--- src/design/boxavg_pkg.sv ---
// shared constants, types and control bundles of the box average downscaler
package boxavg_pkg;

  localparam int MAX_WIDTH = 4096;
  localparam int MAX_BLOCK = 16;

  localparam int COL_W  = $clog2(MAX_WIDTH);
  localparam int DIM_W  = COL_W + 1;
  localparam int OFS_W  = $clog2(MAX_BLOCK);
  localparam int BLK_W  = OFS_W + 1;
  localparam int CH_W   = 8;
  localparam int SUM_W  = CH_W + 2 * OFS_W;
  localparam int AREA_W = 2 * OFS_W + 1;
  localparam int CFG_W  = DIM_W;
  localparam int CFG_IDX_W = 2;

  localparam int LANES      = 3;
  localparam int LANE_RED   = 0;
  localparam int LANE_GREEN = 1;
  localparam int LANE_BLUE  = 2;

  localparam int RESET_IMAGE_WIDTH  = 640;
  localparam int RESET_IMAGE_HEIGHT = 480;
  localparam int RESET_BLOCK_WIDTH  = 2;
  localparam int RESET_BLOCK_HEIGHT = 2;
  localparam int RESET_NEW_WIDTH    = RESET_IMAGE_WIDTH / RESET_BLOCK_WIDTH;
  localparam int RESET_USED_ROWS    =
    (RESET_IMAGE_HEIGHT / RESET_BLOCK_HEIGHT) * RESET_BLOCK_HEIGHT;

  typedef enum logic [CFG_IDX_W-1:0] {
    REG_IMAGE_WIDTH  = 2'd0,
    REG_IMAGE_HEIGHT = 2'd1,
    REG_BLOCK_WIDTH  = 2'd2,
    REG_BLOCK_HEIGHT = 2'd3
  } cfg_reg_t;

  typedef struct packed {
    logic clear_en;
    logic accept;
    logic update;
    logic avg_start;
    logic derive_start;
    logic derive_load;
    logic load_out;
  } ctrl_cmd_t;

  typedef struct packed {
    logic clear_last;
    logic cfg_pending;
    logic emit;
    logic div_done;
    logic out_free;
  } dp_status_t;

endpackage

--- src/design/boxavg_ctrl.sv ---
// controller state machine of the box average downscaler
module boxavg_ctrl (
  input  logic                   clk,
  input  logic                   rst,
  input  logic                   in_valid,
  output logic                   in_ready,
  input  boxavg_pkg::dp_status_t sts,
  output boxavg_pkg::ctrl_cmd_t  cmd
);
  import boxavg_pkg::*;

  typedef enum logic [5:0] {
    ST_CLEAR   = 6'b000001,
    ST_IDLE    = 6'b000010,
    ST_READ    = 6'b000100,
    ST_AVERAGE = 6'b001000,
    ST_EMIT    = 6'b010000,
    ST_DERIVE  = 6'b100000
  } state_t;

  state_t state;
  state_t state_next;

  always_comb begin
    state_next = state;
    cmd        = '0;
    in_ready   = 1'b0;
    unique case (state)
      ST_CLEAR: begin
        cmd.clear_en = 1'b1;
        if (sts.clear_last) begin
          state_next = ST_IDLE;
        end
      end
      ST_IDLE: begin
        if (sts.cfg_pending) begin
          cmd.derive_start = 1'b1;
          state_next       = ST_DERIVE;
        end else begin
          in_ready = 1'b1;
          if (in_valid) begin
            cmd.accept = 1'b1;
            state_next = ST_READ;
          end
        end
      end
      ST_READ: begin
        cmd.update = 1'b1;
        if (sts.emit) begin
          cmd.avg_start = 1'b1;
          state_next    = ST_AVERAGE;
        end else begin
          state_next = ST_IDLE;
        end
      end
      ST_AVERAGE: begin
        if (sts.div_done) begin
          state_next = ST_EMIT;
        end
      end
      ST_EMIT: begin
        if (sts.out_free) begin
          cmd.load_out = 1'b1;
          state_next   = ST_IDLE;
        end
      end
      ST_DERIVE: begin
        if (sts.div_done) begin
          cmd.derive_load = 1'b1;
          state_next      = ST_IDLE;
        end
      end
      default: begin
        state_next = ST_CLEAR;
      end
    endcase
  end

  always_ff @(posedge clk) begin
    if (rst) begin
      state <= ST_CLEAR;
    end else begin
      state <= state_next;
    end
  end

endmodule

--- config.mk ---
export PLATFORM = sky130hd
export DESIGN_NAME = boxavg_ctrl
export DESIGN_NICKNAME = d
export VERILOG_FILES = /design/src/design/boxavg_pkg.sv /design/src/design/boxavg_ctrl.sv
export SDC_FILE = /design/constraint.sdc
export NUM_CORES = 1
export LEC_CHECK = 0
export BUFFER_PORTS_ARGS = -buffer_cell sky130_fd_sc_hd__buf_4
export CAP_MARGIN = 20
export CORE_AREA = 2 2 41 43
export CTS_CLUSTER_SIZE = 30
export DETAILED_ROUTE_END_ITERATION = 8
export DIE_AREA = 0 0 43 45
export HOLD_SLACK_MARGIN = 0.15
export PLACE_DENSITY = 0.68
export SYNTH_ARGS = -nofsm -noshare
export SYNTH_HDL_FRONTEND = slang
export SYNTH_SLANG_ARGS = --single-unit
--- constraint.sdc ---
create_clock -name clk -period 2.9 [get_ports clk]
set_clock_uncertainty 0.05 [all_clocks]
set_input_delay 0.29 -clock clk [delete_from_list [all_inputs] [get_ports clk]]
set_output_delay 0.29 -clock clk [all_outputs]
set_load 0.005 [all_outputs]
==> flow_metrics.env <==
export IMPL_hp_class="in -> reg"
export IMPL_antenna_found_initial=0
export IMPL_dp_hpwl_um=879
export IMPL_cp_max_fo=13
export IMPL_first_iter_violations=8
export IMPL_hold_viol=0
export IMPL_fin_crit_sh_pct=74.4
export IMPL_crit_required_ps=2560
export IMPL_rows=14
export IMPL_wl_mm=1.11
export IMPL_ys_types=31
export IMPL_routabilityCongestion=0.847
export IMPL_track_usage_pct=13.0
export IMPL_synth_ff_type="dfxtp_1"
export IMPL_relSlewSlack_pct=65.7
export IMPL_syn_inst=60
export IMPL_r2r_start="state[5]"
export IMPL_syn_area_per_cell_um2=8.20
export IMPL_hold_buffers=0
export IMPL_drive_above_1_share_pct=34.2
export IMPL_p_leak_nw=0.257
export IMPL_tightest_slew_ps=514
export IMPL_critPathCapture="cmd[3]"
export IMPL_ys_async_sr_fraction_pct=0
export IMPL_status="finished, final reports clean"
export IMPL_rsz0062_at_grt="false"
export IMPL_numCtsBuffers=3
export IMPL_grt_pass1_wl_mm=1.95
export IMPL_grt_max_degree=14
export IMPL_vias=493
export IMPL_wl_per_cell_um=12.5
export IMPL_cts_buffer_depth=2
export IMPL_syn_area_um2=492
export IMPL_final_common_cell="buf_4"
export IMPL_area_growth_syn_to_layout_pct=24.7
export IMPL_placed_cell_area_um2=591
export IMPL_setup_tns_ps=0
export IMPL_start_util_pct=33.4
export IMPL_largest_reg_flops=6
export IMPL_ctsResizeCount=0
export IMPL_ys_seq_elements=6
export IMPL_die_area_mm2=0.00194
export IMPL_die_y_um=45
export IMPL_boundaryPins=16
export IMPL_design_area_um2=613
export IMPL_ys_seq_area_share_pct=24.4
export IMPL_worstReg2RegEnd="state[0]"
export IMPL_avgViaCountPerCell=5.54
export IMPL_diodes=0
export IMPL_synth_edf_count=0
export IMPL_final_nets=83
export IMPL_antenna_left=0
export IMPL_critPathCaptureType="output port"
export IMPL_dieWidth_um=43
export IMPL_fin_crit_ps=2160
export IMPL_reg_top3="state (6)"
export IMPL_cts_root_buffer="clkbuf_4"
export IMPL_cts_tree="done"
export IMPL_clock_fmax_mhz=464
export IMPL_coreArea_mm2=0.00147
export IMPL_ys_warn_count=0
export IMPL_clock_sinks=6
export IMPL_setup_violations=0
export IMPL_r2r_setup_slack_ps=1050
export IMPL_min_delay_path_depth=2
export IMPL_drt_pass1_iterations=4
export IMPL_maxCapViolCount=0
export IMPL_cts_clk_slew_worst_paths_ps=40
export IMPL_drc=0
export IMPL_slew_violations=0
export IMPL_syn_nets=68
export IMPL_final_cell_mix="buf_4 (15), dfxtp_1 (6), nor2_1 (5)"
export IMPL_hold_start="rst"
export IMPL_crit_type="reg -> out"
export IMPL_grt_pass1_vias=466
export IMPL_powerDensity_mw_per_mm2=441
export IMPL_timing_critical_path_arrival_ps=1820
export IMPL_ir_drop_uv=208
export IMPL_largest_register="state"
export IMPL_crit_path_start="state[5]"
export IMPL_grt_ovfl_total=0
export IMPL_htree_levels=1
export IMPL_clk_latency_ps=240
export IMPL_port_buffers=15
export IMPL_ff2ff_path_depth=3
export IMPL_critPathLaunchType="register"
export IMPL_post_cts_repair_setup_buffers=0
-- metrics by stage --
| step | std cells | setup slack, ps | hold slack, ps | power (mW) | utilization [%] |
|---|---|---|---|---|---|
| 6_report | 89 | 744 | 207 | 0.270 | 41.7 |
| 5_1_grt | 89 | 624 | 211 | 0.289 | 41.7 |
| 4_1_cts | 89 | 742 | 198 | 0.275 | 41.7 |
| 3_5_place_dp | 86 | 1020 | 456 | 0.198 | 40.1 |
| 3_3_place_gp | 86 | 1020 | 455 | 0.198 | 40.1 |
| 2_1_floorplan | 60 | 1240 | 312 | 0.167 | - |
-- metal layers --
layer	GRT usage (%)	share of wire, %	vias up
li1	-	-	247
met1	15.3	46	234
met2	22.7	49	12
met3	2.00	4.8	0
met4	7.27	0	0
met5	0	0	-
-- Yosys cell counts (all sizes together), types with 3 or more instances --
library cell | instances | area [µm²]
nor4 | 3 | 33.8
nor2 | 5 | 18.8
dfxtp | 6 | 120
inv | 3 | 11.3
nor3b | 4 | 35.0
buf | 3 | 26.3
nand2 | 3 | 11.3
nor3 | 4 | 20.0
-- worst max-delay path, stage by stage (launching register included) --
cell     delay [ps]
dfxtp_1         460
or4_4           570
nor3b_2         280
and2_1          170
buf_4           100
-- cell type report --
class | count | area, µm²
inverter | 3 | 11.3
multi-input combinational | 46 | 327
timing repair buffer | 15 | 113
tap | 16 | 20.0
sequential | 6 | 120
clock buffer | 3 | 22.5
fill | 150 | 858
-- logic make-up (layout without fill, tap and decap cells) --
logic type                 after synthesis  after routing  synth area share (%)
AOI/OAI and AO/OA                       11             11                  16.3
and+or+nand+nor                         31             31                  42.5
buffers and inverters                    8             21                  9.16
xor gates and xnor gates                 3              3                  5.34
adders and majority gates                1              1                  2.29
DFF                                      6              6                  24.4
-- where the power goes --
part | leakage, nW | total, mW | internal [mW] | switching [mW]
registers | 0.0489 | 0.105 | 0.0894 | 0.0153
logic | 0.194 | 0.0926 | 0.0479 | 0.0447
clock network | 0.0138 | 0.0729 | 0.0466 | 0.0263
total | 0.257 | 0.270 | 0.184 | 0.0863
-- how the worst min path moves through the flow --
stage	end
2_1_floorplan	state[3]
3_3_place_gp	state[3]
3_5_place_dp	state[3]
4_1_cts	state[3]
5_1_grt	state[3]
6_report	state[3]
Power figures use the tool's default switching activity.
